File: config.mk
export PLATFORM = sky130hd
export DESIGN_NAME = mse_queue
export DESIGN_NICKNAME = d
export VERILOG_FILES = /design/src/hdl/mse_pkg.sv /design/src/hdl/mse_queue.sv
export SDC_FILE = /design/constraint.sdc
export NUM_CORES = 1
export LEC_CHECK = 0
export ABC_AREA = 1
export BUFFER_PORTS_ARGS = -buffer_cell sky130_fd_sc_hd__buf_2
export CORE_UTILIZATION = 35
export CTS_BUF_LIST = sky130_fd_sc_hd__clkbuf_16
export DETAILED_ROUTE_END_ITERATION = 10
export PLACE_DENSITY = 0.67
export SLEW_MARGIN = 20
export SYNTH_ARGS = -nofsm -noshare
export SYNTH_HDL_FRONTEND = slang
export SYNTH_SLANG_ARGS = --single-unit
File: constraint.sdc
create_clock -name clk -period 6.9 [get_ports clk]
set_input_delay 1.035 -clock clk [delete_from_list [all_inputs] [get_ports clk]]
set_output_delay 1.035 -clock clk [all_outputs]
set_load 0.005 [all_outputs]
File: src/hdl/mse_pkg.sv
package mse_pkg;

  // Default sizes; both must be powers of two.
  localparam int DATA_WORDS_DEF = 4096;
  localparam int PROG_WORDS_DEF = 1024;

  localparam int XLEN        = 32;
  localparam int NUM_REGS    = 32;
  localparam int REG_IDX_W   = 5;
  localparam int OPC_W       = 4;
  localparam int TARGET_W    = 10;
  localparam int BYTE_OFS_W  = 2;   // four bytes per word
  localparam int QUEUE_DEPTH = 2;

  localparam logic [OPC_W-1:0] OPC_ADD  = 4'd0;
  localparam logic [OPC_W-1:0] OPC_SUB  = 4'd1;
  localparam logic [OPC_W-1:0] OPC_MUL  = 4'd2;
  localparam logic [OPC_W-1:0] OPC_ADDI = 4'd3;
  localparam logic [OPC_W-1:0] OPC_LW   = 4'd4;
  localparam logic [OPC_W-1:0] OPC_SW   = 4'd5;
  localparam logic [OPC_W-1:0] OPC_BEQ  = 4'd6;
  localparam logic [OPC_W-1:0] OPC_BNE  = 4'd7;
  localparam logic [OPC_W-1:0] OPC_J    = 4'd8;
  localparam logic [OPC_W-1:0] OPC_EXIT = 4'd9;

  typedef enum logic [3:0] {
    K_ADD, K_SUB, K_MUL, K_ADDI, K_LW, K_SW, K_BEQ, K_BNE, K_J, K_EXIT, K_NOP
  } kind_t;

  // Decoded instruction as it travels from front to back.
  typedef struct packed {
    kind_t                 kind;
    logic                  wr;
    logic [REG_IDX_W-1:0]  dest;
    logic [REG_IDX_W-1:0]  src_a;
    logic [REG_IDX_W-1:0]  src_b;   // store data register for sw
    logic [XLEN-1:0]       imm;
    logic [TARGET_W-1:0]   target;
  } issue_t;

endpackage

File: src/hdl/mse_queue.sv
module mse_queue
  import mse_pkg::*;
(
  input  logic   clk,
  input  logic   rst,
  input  logic   push,
  input  issue_t push_item,
  output logic   full,
  input  logic   pop,
  output logic   head_valid,
  output issue_t head_item
);

  localparam int PTR_W = (QUEUE_DEPTH > 1) ? $clog2(QUEUE_DEPTH) : 1;
  localparam int CNT_W = $clog2(QUEUE_DEPTH + 1);

  issue_t             slots [QUEUE_DEPTH];
  logic [PTR_W-1:0]   wr_ptr;
  logic [PTR_W-1:0]   rd_ptr;
  logic [CNT_W-1:0]   count;
  logic [CNT_W-1:0]   count_next;

  assign full       = (count == CNT_W'(QUEUE_DEPTH));
  assign head_valid = (count != '0);
  assign head_item  = slots[rd_ptr];

  always_comb begin
    unique case ({push, pop})
      2'b10:   count_next = count + 1'b1;
      2'b01:   count_next = count - 1'b1;
      default: count_next = count;
    endcase
  end

  always_ff @(posedge clk) begin
    if (push) begin
      slots[wr_ptr] <= push_item;
    end
  end

  always_ff @(posedge clk) begin
    if (rst) begin
      wr_ptr <= '0;
      rd_ptr <= '0;
      count  <= '0;
    end else begin
      count <= count_next;
      if (push) begin
        wr_ptr <= (wr_ptr == PTR_W'(QUEUE_DEPTH - 1)) ? '0 : wr_ptr + 1'b1;
      end
      if (pop) begin
        rd_ptr <= (rd_ptr == PTR_W'(QUEUE_DEPTH - 1)) ? '0 : rd_ptr + 1'b1;
      end
    end
  end

endmodule

==> metrics.md <==
| Metric | Value |
|---|---|
| Outcome | `completed` |
| GR met3 Demand/Resource | `6.37%` |
| Gr ovfl total | `0` |
| Global-route wire length before repair | `about 13 mm` |
| Top cells by area, synth | `edfxtp_1, mux2_4, buf_12` |
| Sequential area share after synthesis | `76.4%` |
| Static Leak | `2.53 nW` |
| Post-Route WL | `around 8.5 mm` |
| CP arrival | `2.35 ns` |
| Routability cong. | `0.666` |
| Residual DRC | `0` |
| FFs w/ async S/R, synth | `0%` |
| Cts hold-fix bufs | `0` |
| Worst Tran Pin Value | `0.864 ns` |
| Crit path launch type | `flop` |
| CTS tree | `done` |
| Top_reg_cell synth | `edfxtp_1` |
| Worst r2r src | `wr_ptr` |
| Number of port buffers | `129` |
| MaxCap Viol Count | `0` |
| Via count | `~2500` |
| Vias in the first global route | `2668` |
| Reg clk slew, reported paths | `0.05 ns` |
| Kind of critical path | `reg -> out` |
| Die height | `between 100 and 150 um` |
| IO Pins | `130` |
| Mean routed wirelength per cell | `15.1 um` |
| Hold Vio Cnt, Final | `0` |
| GRT met2 Usage | `20.7%` |
| Total power | `1.84 mW` |
| Row cnt | `43` |
| Final setup viols | `0` |
| Slew headroom | `~42%` |
| Fin crit period | `3.38 ns` |
| H-tree levels | `4` |
| Post-synthesis cell type count | `15` |
| Period Utilization, post-route | `~49%` |
| Dpl hpwl | `~5.3 mm` |
| Routed Antenna Nets | `0` |
| Die ar. | `about 15000 sq um` |
| Clock Latency Late Sink | `around 0.40 ns` |
| Core area | `13900 sq um` |
| Reg2Reg Setup Slack | `5.31 ns` |
| Max Fanout on Critical Path | `33` |
| Post-synth top cells | `edfxtp_1, mux2_4, nor2_1, inv_1` |
| Synth Warn # | `0` |
| Top cell type's share of synthesized area | `74.4%` |
| Biggest area consumer among synthesized cells | `edfxtp_1` |
| R2R depth | `3` |
| TNS Setup | `0 ns` |
| Final Max Tran Viols | `0` |
| Initial antenna violation count | `1` |
| Setup bufs post-CTS | `0` |
| Syn_nets | `293` |
| Final net count | `roughly 440` |
| GR Layer Usage met1 | `13.1%` |
| Count leader, synth | `edfxtp_1` |
| CTS sink count | `approximately 130` |
| Post-synthesis area per instance | `around 22 sq um` |
| Worst setup path endpoint | `head_item[44]` |
| Crit Reg-Reg Endpoint | `slots[1][6]` |
| Count of flip-flops with a built-in enable after synthesis | `124` |
| Die width | `approximately 120 um` |
| Pwr per Cell Area | `around 300 nW/um^2` |
| Fraction of layout cells with a size suffix above 1 | `57.9%` |
| Area grow syn2layout | `25.2%` |
| Hold crit path type | `reg -> reg` |
| # resized after CTS | `0` |
| Worst vdd ir | `0.156 mV` |
| CP Capture Type | `output port` |
| Number of synthesized register bits | `129` |
| RSZ-0062 raised after global routing | `no` |
| First-pass DRT Iterations | `4` |
| Hold depth | `2` |
| Fmax | `296 MHz` |
| GRT Total Usage | `12.4%` |
| Post-synthesis cell area | `5000 sq um` |
| Grt peak-use layer | `met2` |
| Root buffer cell | `clkbuf_16` |
| Initial Util | `35.9%` |
| Largest net degree at the start of global routing | `between 60 and 70` |
| Vias per Instance | `4.44` |
| TritonCTS buffer count | `17` |
| Clock tree buffer depth | `2` |
| Clk_skew | `0.00393 ns` |
| Post-Synthesis Cells | `226` |
| CP Data Required Time | `5.86 ns` |
| 1st-iter DRT viols | `143` |
-- state kept, by name (all words and copies together) (netlist names), named ones only --
register  cells
slots       124
count         2
wr_ptr        1
rd_ptr        1
-- final cells by class --
class / count / area, sq um
Antenna cell: 1 / 2.50
Clock buffer: 17 / 425
Clock inverter: 14 / 61.3
Fill cell: 1219 / 7670
Inverter: 7 / 26.3
Multi-Input combinational cell: 83 / 1030
Sequential cell: 129 / 3830
Tap cell: 180 / 225
Timing Repair Buffer: 132 / 668
-- where the power goes --
group | switching [mW] | internal (mW)
clock | 0.291 | 0.440
combinational | 0.0743 | 0.102
sequential | 0.0204 | 0.908
-- per-layer routing --
layer	part of all wire [%]	up-vias	wire length (um)
li1	-	1161	-
met1	40	1235	3370
met2	51	90	4330
met3	7.9	13	671
met4	1.3	0	108
met5	0	-	0
-- stage by stage --
stage / hold WS (ns) / setup WS [ns] / utilization [%] / instances / cell area, sq um
floorplan: 0.476 / 2.72 / - / 226 / 5000
global placement: 0.488 / 3.91 / 41.5 / 531 / 5780
detailed placement: 0.503 / 3.89 / 41.5 / 531 / 5780
CTS: 0.513 / 3.43 / 44.9 / 562 / 6260
global route: 0.559 / 3.37 / 44.9 / 562 / 6260
finish: 0.520 / 3.52 / 45.0 / 563 / 6270
-- kinds of logic after synthesis --
| logic type | after synthesis | synth area share (%) |
|---|---|---|
| compound gates | 2 | 0.200 |
| xor+xnor | 1 | 0.175 |
| fa+ha+maj | 1 | 0.250 |
| buf+inv | 14 | 3.15 |
| flops | 129 | 76.4 |
| mux | 62 | 18.5 |
| simple gates | 17 | 1.35 |
-- how the worst min path moves through the flow --
stage | startpoint | to
2_1_floorplan | count[1] | count[1]
3_3_place_gp | count[1] | count[1]
3_5_place_dp | count[1] | count[1]
4_1_cts | count[1] | count[1]
5_1_grt | count[1] | count[1]
6_report | rd_ptr | flop
-- critical path, cell delays in order, from the launching register on --
cell,delay [ns]
dfxtp_4,0.70
buf_4,0.61
mux2_2,0.41
buf_2,0.13
-- placed cells by master (no fill, tap or decap), types with 2 or more instances in the layout --
cell type,instances
clkbuf_16,17
nor2_1,8
buf_4,3
dfxtp_1,4
mux2_2,2
edfxtp_1,124
inv_1,10
clkinv_1,3
clkinv_2,7
mux2_4,60
buf_2,129
nand2_1,6
Note: power is estimated with default switching activity, not from simulation.
