<file path="config.mk">
export PLATFORM = sky130hd
export DESIGN_NAME = mse_front
export DESIGN_NICKNAME = d
export VERILOG_FILES = /design/src/hdl/mse_pkg.sv /design/src/hdl/mse_front.sv
export SDC_FILE = /design/constraint.sdc
export NUM_CORES = 1
export LEC_CHECK = 0
export BUFFER_PORTS_ARGS = -buffer_cell sky130_fd_sc_hd__buf_4
export CORE_MARGIN = 2
export CORE_UTILIZATION = 24
export DETAILED_ROUTE_END_ITERATION = 7
export PLACE_DENSITY = 0.93
export SYNTH_ARGS = -nofsm -noshare
export SYNTH_HDL_FRONTEND = slang
export SYNTH_SLANG_ARGS = --single-unit
</file>
<file path="constraint.sdc">
create_clock -name vclk -period 1.1
set_clock_uncertainty 0.15 [all_clocks]
set_input_delay 0 -clock vclk [all_inputs]
set_output_delay 0 -clock vclk [all_outputs]
set_load 0.01 [all_outputs]
</file>
<file path="src/hdl/mse_pkg.sv">
package mse_pkg;

  // Default sizes; both must be powers of two.
  localparam int DATA_WORDS_DEF = 4096;
  localparam int PROG_WORDS_DEF = 1024;

  localparam int XLEN        = 32;
  localparam int NUM_REGS    = 32;
  localparam int REG_IDX_W   = 5;
  localparam int OPC_W       = 4;
  localparam int TARGET_W    = 10;
  localparam int BYTE_OFS_W  = 2;   // four bytes per word
  localparam int QUEUE_DEPTH = 2;

  localparam logic [OPC_W-1:0] OPC_ADD  = 4'd0;
  localparam logic [OPC_W-1:0] OPC_SUB  = 4'd1;
  localparam logic [OPC_W-1:0] OPC_MUL  = 4'd2;
  localparam logic [OPC_W-1:0] OPC_ADDI = 4'd3;
  localparam logic [OPC_W-1:0] OPC_LW   = 4'd4;
  localparam logic [OPC_W-1:0] OPC_SW   = 4'd5;
  localparam logic [OPC_W-1:0] OPC_BEQ  = 4'd6;
  localparam logic [OPC_W-1:0] OPC_BNE  = 4'd7;
  localparam logic [OPC_W-1:0] OPC_J    = 4'd8;
  localparam logic [OPC_W-1:0] OPC_EXIT = 4'd9;

  typedef enum logic [3:0] {
    K_ADD, K_SUB, K_MUL, K_ADDI, K_LW, K_SW, K_BEQ, K_BNE, K_J, K_EXIT, K_NOP
  } kind_t;

  // Decoded instruction as it travels from front to back.
  typedef struct packed {
    kind_t                 kind;
    logic                  wr;
    logic [REG_IDX_W-1:0]  dest;
    logic [REG_IDX_W-1:0]  src_a;
    logic [REG_IDX_W-1:0]  src_b;   // store data register for sw
    logic [XLEN-1:0]       imm;
    logic [TARGET_W-1:0]   target;
  } issue_t;

endpackage

</file>
<file path="src/hdl/mse_front.sv">
module mse_front
  import mse_pkg::*;
(
  input  logic                  in_valid,
  output logic                  in_ready,
  input  logic [OPC_W-1:0]      opcode,
  input  logic [REG_IDX_W-1:0]  dest_reg,
  input  logic [REG_IDX_W-1:0]  src_a_reg,
  input  logic [REG_IDX_W-1:0]  src_b_reg,
  input  logic [XLEN-1:0]       immediate,
  input  logic [TARGET_W-1:0]   branch_target,
  input  logic                  q_full,
  input  logic                  clr_busy,
  output logic                  push,
  output issue_t                push_item
);

  kind_t kind;

  always_comb begin
    unique case (opcode)
      OPC_ADD:  kind = K_ADD;
      OPC_SUB:  kind = K_SUB;
      OPC_MUL:  kind = K_MUL;
      OPC_ADDI: kind = K_ADDI;
      OPC_LW:   kind = K_LW;
      OPC_SW:   kind = K_SW;
      OPC_BEQ:  kind = K_BEQ;
      OPC_BNE:  kind = K_BNE;
      OPC_J:    kind = K_J;
      OPC_EXIT: kind = K_EXIT;
      default:  kind = K_NOP;
    endcase
  end

  always_comb begin
    push_item.kind   = kind;
    // register zero is never written
    push_item.wr     = ((kind == K_ADD) || (kind == K_SUB) || (kind == K_MUL) ||
                        (kind == K_ADDI) || (kind == K_LW)) && (dest_reg != '0);
    push_item.dest   = dest_reg;
    push_item.src_a  = src_a_reg;
    push_item.src_b  = (kind == K_SW) ? dest_reg : src_b_reg;
    push_item.imm    = immediate;
    push_item.target = branch_target;
  end

  assign in_ready = !q_full && !clr_busy;
  assign push     = in_valid && in_ready;

endmodule

</file>
==> results of run 1 <==
-- cell families after synthesis --
group | after synthesis | synth area share (%)
buf+inv | 53 | 72.1
compound gates | 4 | 5.22
simple gates | 7 | 9.07
mux | 5 | 13.6
-- worst min path at each step --
| stage | endpoint | slack (ps) | depth (start not counted) |
|---|---|---|---|
| after floorplan | push_item[57] | -100 | 1 |
| after global placement | push_item[14] | -150 | 0 |
| after detailed placement | push_item[14] | -150 | 0 |
| after CTS | push_item[55] | 50 | 2 |
| after global routing | push_item[54] | 60 | 2 |
| final | push_item[55] | 50 | 2 |
-- through the flow --
step           worst slack (ps)  util (%)  hold slack, ps
2_1_floorplan               253         -            -104
3_3_place_gp              -28.4      21.0            -150
3_5_place_dp              -40.0      21.0            -150
4_1_cts                    2.45      43.5            50.6
5_1_grt                   -12.3      43.5            55.8
6_report                   6.31      43.5            47.6
-- final cells by class --
| cell class | count | area [um2] |
|---|---|---|
| well taps | 28 | 35.0 |
| multi-input cells | 16 | 154 |
| fillers | 201 | 1240 |
| repair buffers | 83 | 763 |
-- repair_timing --
| action | CTS | global route |
|---|---|---|
| endpoints found under the setup margin | 5 | 5 |
| hold endpoints to repair | 47 | 0 |
| setup buffers | 0 | 0 |
| pin swaps | 1 | 0 |
| hold buffers | 47 | 0 |
| gates resized for setup | 6 | 0 |
-- report_power, final --
part	internal, mW	total [mW]	switching, mW
logic	0.236	0.381	0.145
registers	0	0	0
clock network	0	0	0
-- cells in the final DEF, fill, tap and decap left out --
| cell | instances |
|---|---|
| sky130_fd_sc_hd__dlygate4sd3_1 | 47 |
| sky130_fd_sc_hd__buf_4 | 30 |
| sky130_fd_sc_hd__buf_6 | 6 |
| sky130_fd_sc_hd__mux2_4 | 5 |
| sky130_fd_sc_hd__and2_1 | 2 |
| sky130_fd_sc_hd__nor2_1 | 2 |
| sky130_fd_sc_hd__o21ai_0 | 1 |
| sky130_fd_sc_hd__a21o_2 | 1 |
| sky130_fd_sc_hd__and2b_2 | 1 |
| sky130_fd_sc_hd__and4bb_4 | 1 |
| sky130_fd_sc_hd__nor3_1 | 1 |
| sky130_fd_sc_hd__o21a_1 | 1 |
| sky130_fd_sc_hd__a211oi_1 | 1 |
-- worst max-delay path, cell delays in order --
cell	delay, ps
sky130_fd_sc_hd__buf_6	90
sky130_fd_sc_hd__and4bb_4	400
sky130_fd_sc_hd__mux2_4	320
sky130_fd_sc_hd__buf_6	120
-- layer usage --
layer / share of wire (%) / routed length [um]
met5: 0 / 0
met1: 27 / 443
met3: 16 / 263
met2: 57 / 950
met4: 0 / 0
==> flow_summary.toml, run 1 <==
[status]
run_status = "finished clean"

[timing]
finalHoldViolCount = 0
finalMaxSlewViolations = 0
period_minus_slack_ps = 1090
tightestPinTransition_ps = 182
final_setup_violation_count = 0
grt_setup_unrepaired = "yes"
fmax_ghz = 0.914
totalNegativeSetupSlack_ps = 0
relative_max_transition_margin_pct = 87.7
period_share_pct = 99.4

[synth]
yosys-top-cells-area = "sky130_fd_sc_hd__buf_4, sky130_fd_sc_hd__mux2_4, sky130_fd_sc_hd__and4bb_4, sky130_fd_sc_hd__and2_1, sky130_fd_sc_hd__a21o_2"
yosys-top-cells-count = "sky130_fd_sc_hd__buf_4, sky130_fd_sc_hd__mux2_4, sky130_fd_sc_hd__and2_1, sky130_fd_sc_hd__nor2_1"
synth_cells = 69
yosys.area.top_type = "sky130_fd_sc_hd__buf_4"
proportion_of_synthesized_chip_area_in_sequential_cells_pct = 0
synth.cell_area_um2 = 552
proportion_of_netlist_area_held_by_the_largest_area_contributor_pct = 72.1
synth.lib_cells_used.distinct = 11
synth_net_count = 133
syn-mean-instance-area_um2 = 8.00
yosysMostFrequentCell = "sky130_fd_sc_hd__buf_4"
yosysWarnings = 0

[detailed_routing]
drtAntennaViolNets = 0
vias = 522
average_detailed_routed_wire_length_per_instance_um = 13.1
totalWireLength_mm = 1.66
drc = 0
drt-pass1-iter-count = 4
initialDrtViolationCount = 3
vias_cell = 4.11

[grt]
antenna_found_initial = 0
gr-usage-all-layers_pct = 8.90
grt-busiest-layer = "met2"
grt_first_pass_wirelength_mm = 1.86
grt.met1_usage_pct = 7.22
first_global_vias = 441
grt_max_degree = 6
grt.met3_usage_pct = 2.59
grt-ovfl-total = 0
use_met2_pct = 20.3

[hold_path]
hold_path.class = "primary input to output port"
hold_start = "dest_reg[3]"

[final_layout]
layout.sequential_cells = 0
final_layout_size_suffix_gt1_share_pct = 44.4
antenna_cells_inserted = 0
fin_area_um2 = 952
area.sequential_um2 = 0
design.final.nets = 165
n_clock_buffer = 0
synthToLayoutAreaGrowth_pct = 72.6
fin_cells = 127

[floorplanning]
core_region_mm2 = 0.00219
die_height_um = 52.0
area_of_the_die_mm2 = 0.00270
rows = 17
start_util_pct = 25.2
pin_count = 128
width_of_the_die_um = 52.0

[pwr]
cellPowerDensity_mw_per_mm2 = 400
worst_ir_drop_vdd_mv = 0.183
power_leakage_nw = 0.442
power_uw = 381

[setup_path]
worst_setup_path_end_kind = "output port"
timing.critical_path.required_ps = 950
cp-startpoint = "opcode[1]"
timing_worst_setup_path_type = "primary input to output port"
startpoint_type = "primary input"
critPathArrivalTime_ps = 940
timing.critical_path.fanout_max = 5
worstSetupEndpoint = "push_item[44]"

[place]
postPlaceCellArea_um2 = 459
placed_cells_incl_taps = 80
gp_routability_congestion = 0.582
place.detailed.hpwl_um = 973
placement.io_buffers = 34

[flow_run]
maxCapViolations = 0
(Power assumes the default switching activity.)
==> run 2, diff against run 1 <==
Settings changed: CORE_ASPECT_RATIO set to 0.9.
==> flow_summary.toml, run 2 (synthesis gave the netlist of run 1 again) <==
[grt]
gr-usage-all-layers_pct = 9.18
antenna_found_initial = 0
grt-ovfl-total = 0
grt_max_degree = 6
grt_first_pass_wirelength_mm = 1.90
first_global_vias = 439

[floorplanning]
area_of_the_die_mm2 = 0.00270
width_of_the_die_um = 54.5
core_region_mm2 = 0.00218
start_util_pct = 25.3
pin_count = 128
die_height_um = 49.5
rows = 16

[timing]
fmax_ghz = 0.925
final_setup_violation_count = 0
period_share_pct = 98.2
tightestPinTransition_ps = 192
timing.final.ws_setup_ps = 19.4
grt_setup_unrepaired = "yes"
finalHoldViolCount = 0
fin_hold_ws_ps = 52.9
finalMaxSlewViolations = 0
relative_max_transition_margin_pct = 87.1
period_minus_slack_ps = 1080

[final_layout]
n_clock_buffer = 0
mostFrequentLayoutCells = "sky130_fd_sc_hd__dlygate4sd3_1, sky130_fd_sc_hd__buf_4, sky130_fd_sc_hd__buf_6"
layout.cells.most_common = "sky130_fd_sc_hd__dlygate4sd3_1"
fin_cells = 126
final_layout_size_suffix_gt1_share_pct = 44.4
layout.sequential_cells = 0
fin_area_um2 = 951
design.final.nets = 165
area.sequential_um2 = 0
fillerInstances = 199
synthToLayoutAreaGrowth_pct = 72.3
antenna_cells_inserted = 0

[clock_tree]
post-cts-setup-buffer-count = 0

[pwr]
power_uw = 382
cellPowerDensity_mw_per_mm2 = 402
power_share_of_the_sequential_group_pct = 0
relative_contribution_of_the_clock_network_to_total_power_pct = 0
logic_pwr_share_pct = 100.0
swShare_pct = 38.2
worst_ir_drop_vdd_mv = 0.222
power_report.internal_total_uw = 236
power_leakage_nw = 0.442
netSwitchingPower_uw = 146

[place]
gp_routability_congestion = 0.536
dpl_worst_slack_ps = -12.5
placement.io_buffers = 34
postPlaceCellArea_um2 = 458
placed_cells_incl_taps = 79

[detailed_routing]
drc = 0
drtAntennaViolNets = 0
totalWireLength_mm = 1.68
vias = 521
average_detailed_routed_wire_length_per_instance_um = 13.3
initialDrtViolationCount = 1
vias_cell = 4.13
drt-pass1-iter-count = 2

[setup_path]
timing.critical_path.slowest_cell_delay_ps = 390
cell_type_with_the_highest_occurrence_count_on_the_critical_path = "sky130_fd_sc_hd__buf_6"
timing.critical_path.fanout_max = 5
startpoint_type = "primary input"
worst_setup_path_end_kind = "output port"
timing_worst_setup_path_type = "primary input to output port"
critical-path-slowest-cell = "sky130_fd_sc_hd__and4bb_4"
crit_path_cell_trace = "buf_6, and4bb_4, mux2_4, buf_6"
critPathArrivalTime_ps = 930
timing.critical_path.required_ps = 950

[status]
run_status = "finished clean"

[hold_path]
holdPathEnd = "push_item[56]"
hold_start = "dest_reg[4]"
hold_path.class = "primary input to output port"
min_delay_path_depth = 2

[flow_run]
maxCapViolations = 0
run 2: stage by stage:
stage	TNS [ps]	util, %
global route	-10.5	43.6
finish	0	43.6
global placement	0	21.0
CTS	0	43.4
detailed placement	-56.2	21.0
floorplan	0	-
run 2: worst max-delay path: cells and delay by family:
| kind | cells | cell delay [ps] |
|---|---|---|
| multiplexers | 1 | 320 |
| buffers and inverters | 2 | 210 |
| AND/OR/NAND/NOR | 1 | 390 |
run 2: final cells by class:
cell class	count	area [um2]	area share [%]
well taps	27	33.8	3.55
repair buffers	83	763	80.3
multi-input cells	16	154	16.2
run 2: metal layers:
layer / vias up / wire length [um] / global-route usage (%)
li1: 227 / - / -
met2: 67 / 1040 / 23.7
met1: 227 / 400 / 6.04
met5: - / 0 / 0
met3: 0 / 245 / 0.303
met4: 0 / 0 / 0
run 2: worst max path at each step:
stage	start	endpoint	slack, ps	depth (start not counted)
6_report	opcode[1]	push_item[44]	20	4
5_1_grt	opcode[1]	push_item[43]	-7	4
4_1_cts	opcode[3]	push_item[42]	2	4
3_5_place_dp	opcode[3]	push_item[42]	-10	4
3_3_place_gp	opcode[3]	push_item[45]	3	4
2_1_floorplan	opcode[3]	push_item[42]	250	2
run 2: what timing repair did:
| action | 4_1_cts | 5_1_grt |
|---|---|---|
| resized for setup | 5 | 1 |
| pin swaps | 0 | 1 |
| hold buffers | 47 | 0 |
| hold endpoints to repair | 47 | 0 |
| setup endpoints to repair | 5 | 5 |
run 2: power groups by stage:
stage	sequential, mW	combinational [mW]	clock (mW)
2_1_floorplan	0	0.251	0
3_3_place_gp	0	0.173	0
3_5_place_dp	0	0.178	0
4_1_cts	0	0.379	0
5_1_grt	0	0.405	0
6_report	0	0.382	0
==> run 3, diff against run 2 <==
Settings changed: CAP_MARGIN set to 10, MAX_ROUTING_LAYER set to met4, PLACE_DENSITY 0.93 to 0.83.
==> flow_summary.toml, run 3 (synthesis gave the netlist of run 1 again) <==
[floorplanning]
width_of_the_die_um = 54.5
die_height_um = 49.5
pin_count = 128
start_util_pct = 25.3
rows = 16
core_region_mm2 = 0.00218
area_of_the_die_mm2 = 0.00270

[timing]
period_share_pct = 97.9
period_minus_slack_ps = 1080
grt_setup_unrepaired = "no"
final_setup_violation_count = 0
finalMaxSlewViolations = 0
finalHoldViolCount = 0
fmax_ghz = 0.929
tightestPinTransition_ps = 181
relative_max_transition_margin_pct = 87.8

[pwr]
cellPowerDensity_mw_per_mm2 = 398
power_leakage_nw = 0.439
worst_ir_drop_vdd_mv = 0.203
power_uw = 377

[detailed_routing]
vias_cell = 4.09
initialDrtViolationCount = 1
totalWireLength_mm = 1.58
vias = 511
drtAntennaViolNets = 0
drc = 0
drt-pass1-iter-count = 3
average_detailed_routed_wire_length_per_instance_um = 12.7

[place]
place.detailed.hpwl_um = 923
placed_cells_incl_taps = 78
gp_routability_congestion = 0.595
placement.io_buffers = 34

[grt]
antenna_found_initial = 0
grt_first_pass_wirelength_mm = 1.93
gr-usage-all-layers_pct = 9.42
grt-ovfl-total = 0
first_global_vias = 426
grt_max_degree = 6

[final_layout]
multi_input_area_um2 = 154
n_clock_buffer = 0
layout.cells.most_common = "sky130_fd_sc_hd__dlygate4sd3_1"
layout.sequential_cells = 0
final_layout_size_suffix_gt1_share_pct = 43.9
fin_cells = 125
fillerInstances = 201
synthToLayoutAreaGrowth_pct = 71.7
mostFrequentLayoutCells = "sky130_fd_sc_hd__dlygate4sd3_1, sky130_fd_sc_hd__buf_4, sky130_fd_sc_hd__buf_6"
area.sequential_um2 = 0
antenna_cells_inserted = 0
design.final.nets = 164

[setup_path]
timing.critical_path.fanout_max = 5
critPathArrivalTime_ps = 930
timing_worst_setup_path_type = "primary input to output port"
worst_setup_path_end_kind = "output port"
startpoint_type = "primary input"
timing.critical_path.required_ps = 950

[hold_path]
hold_path.class = "primary input to output port"

[clock_tree]
post-cts-setup-buffer-count = 0

[flow_run]
maxCapViolations = 0

[status]
run_status = "finished clean"
-- run 3: final cells by class --
class | count | share of cell area, %
well taps | 27 | 3.57
multi-input cells | 16 | 16.2
repair buffers | 82 | 80.2
-- run 3: what timing repair did --
action                     in CTS  in global routing
hold endpoints to repair       47                  0
hold buffers                   47                  0
resized for setup               6                  1
setup endpoints to repair       5                  5
pin swaps                       1                  1
-- run 3: final timing paths --
kind	startpoint	cells after the start	endpoint	slack (ps)
hold / removal	dest_reg[2]	2	push_item[54]	50
setup / recovery	opcode[3]	4	push_item[46]	20
-- run 3: report_power, final --
group | internal (mW) | switching [mW] | leakage [nW]
clock network | 0 | 0 | 0
logic | 0.235 | 0.142 | 0.439
registers | 0 | 0 | 0
total | 0.235 | 0.142 | 0.439
-- run 3: critical path, stage by stage --
cell	delay (ps)
sky130_fd_sc_hd__buf_6	90
sky130_fd_sc_hd__and4bb_4	390
sky130_fd_sc_hd__mux2_4	320
sky130_fd_sc_hd__buf_6	120
-- run 3: through the flow --
| stage | cell area, um2 | setup slack, ps | util [%] | hold slack (ps) | setup TNS, ps |
|---|---|---|---|---|---|
| 2_1_floorplan | 552 | 253 | - | -104 | 0 |
| 3_5_place_dp | 450 | -15.8 | 20.6 | -150 | -58.5 |
| 4_1_cts | 943 | 13.0 | 43.2 | 48.1 | 0 |
| 5_1_grt | 947 | 0.565 | 43.4 | 59.7 | 0 |
| 6_report | 947 | 23.5 | 43.4 | 52.3 | 0 |
| 3_3_place_gp | 450 | -0.501 | 20.6 | -150 | -0.501 |
-- run 3: layer usage --
layer	wire, um	vias up	share of wire [%]	global-route usage (%)
met5	0	-	0	-
met4	0	0	0	0
met3	249	0	16	0.303
met2	930	70	59	22.3
met1	403	215	25	7.33
li1	-	226	-	-
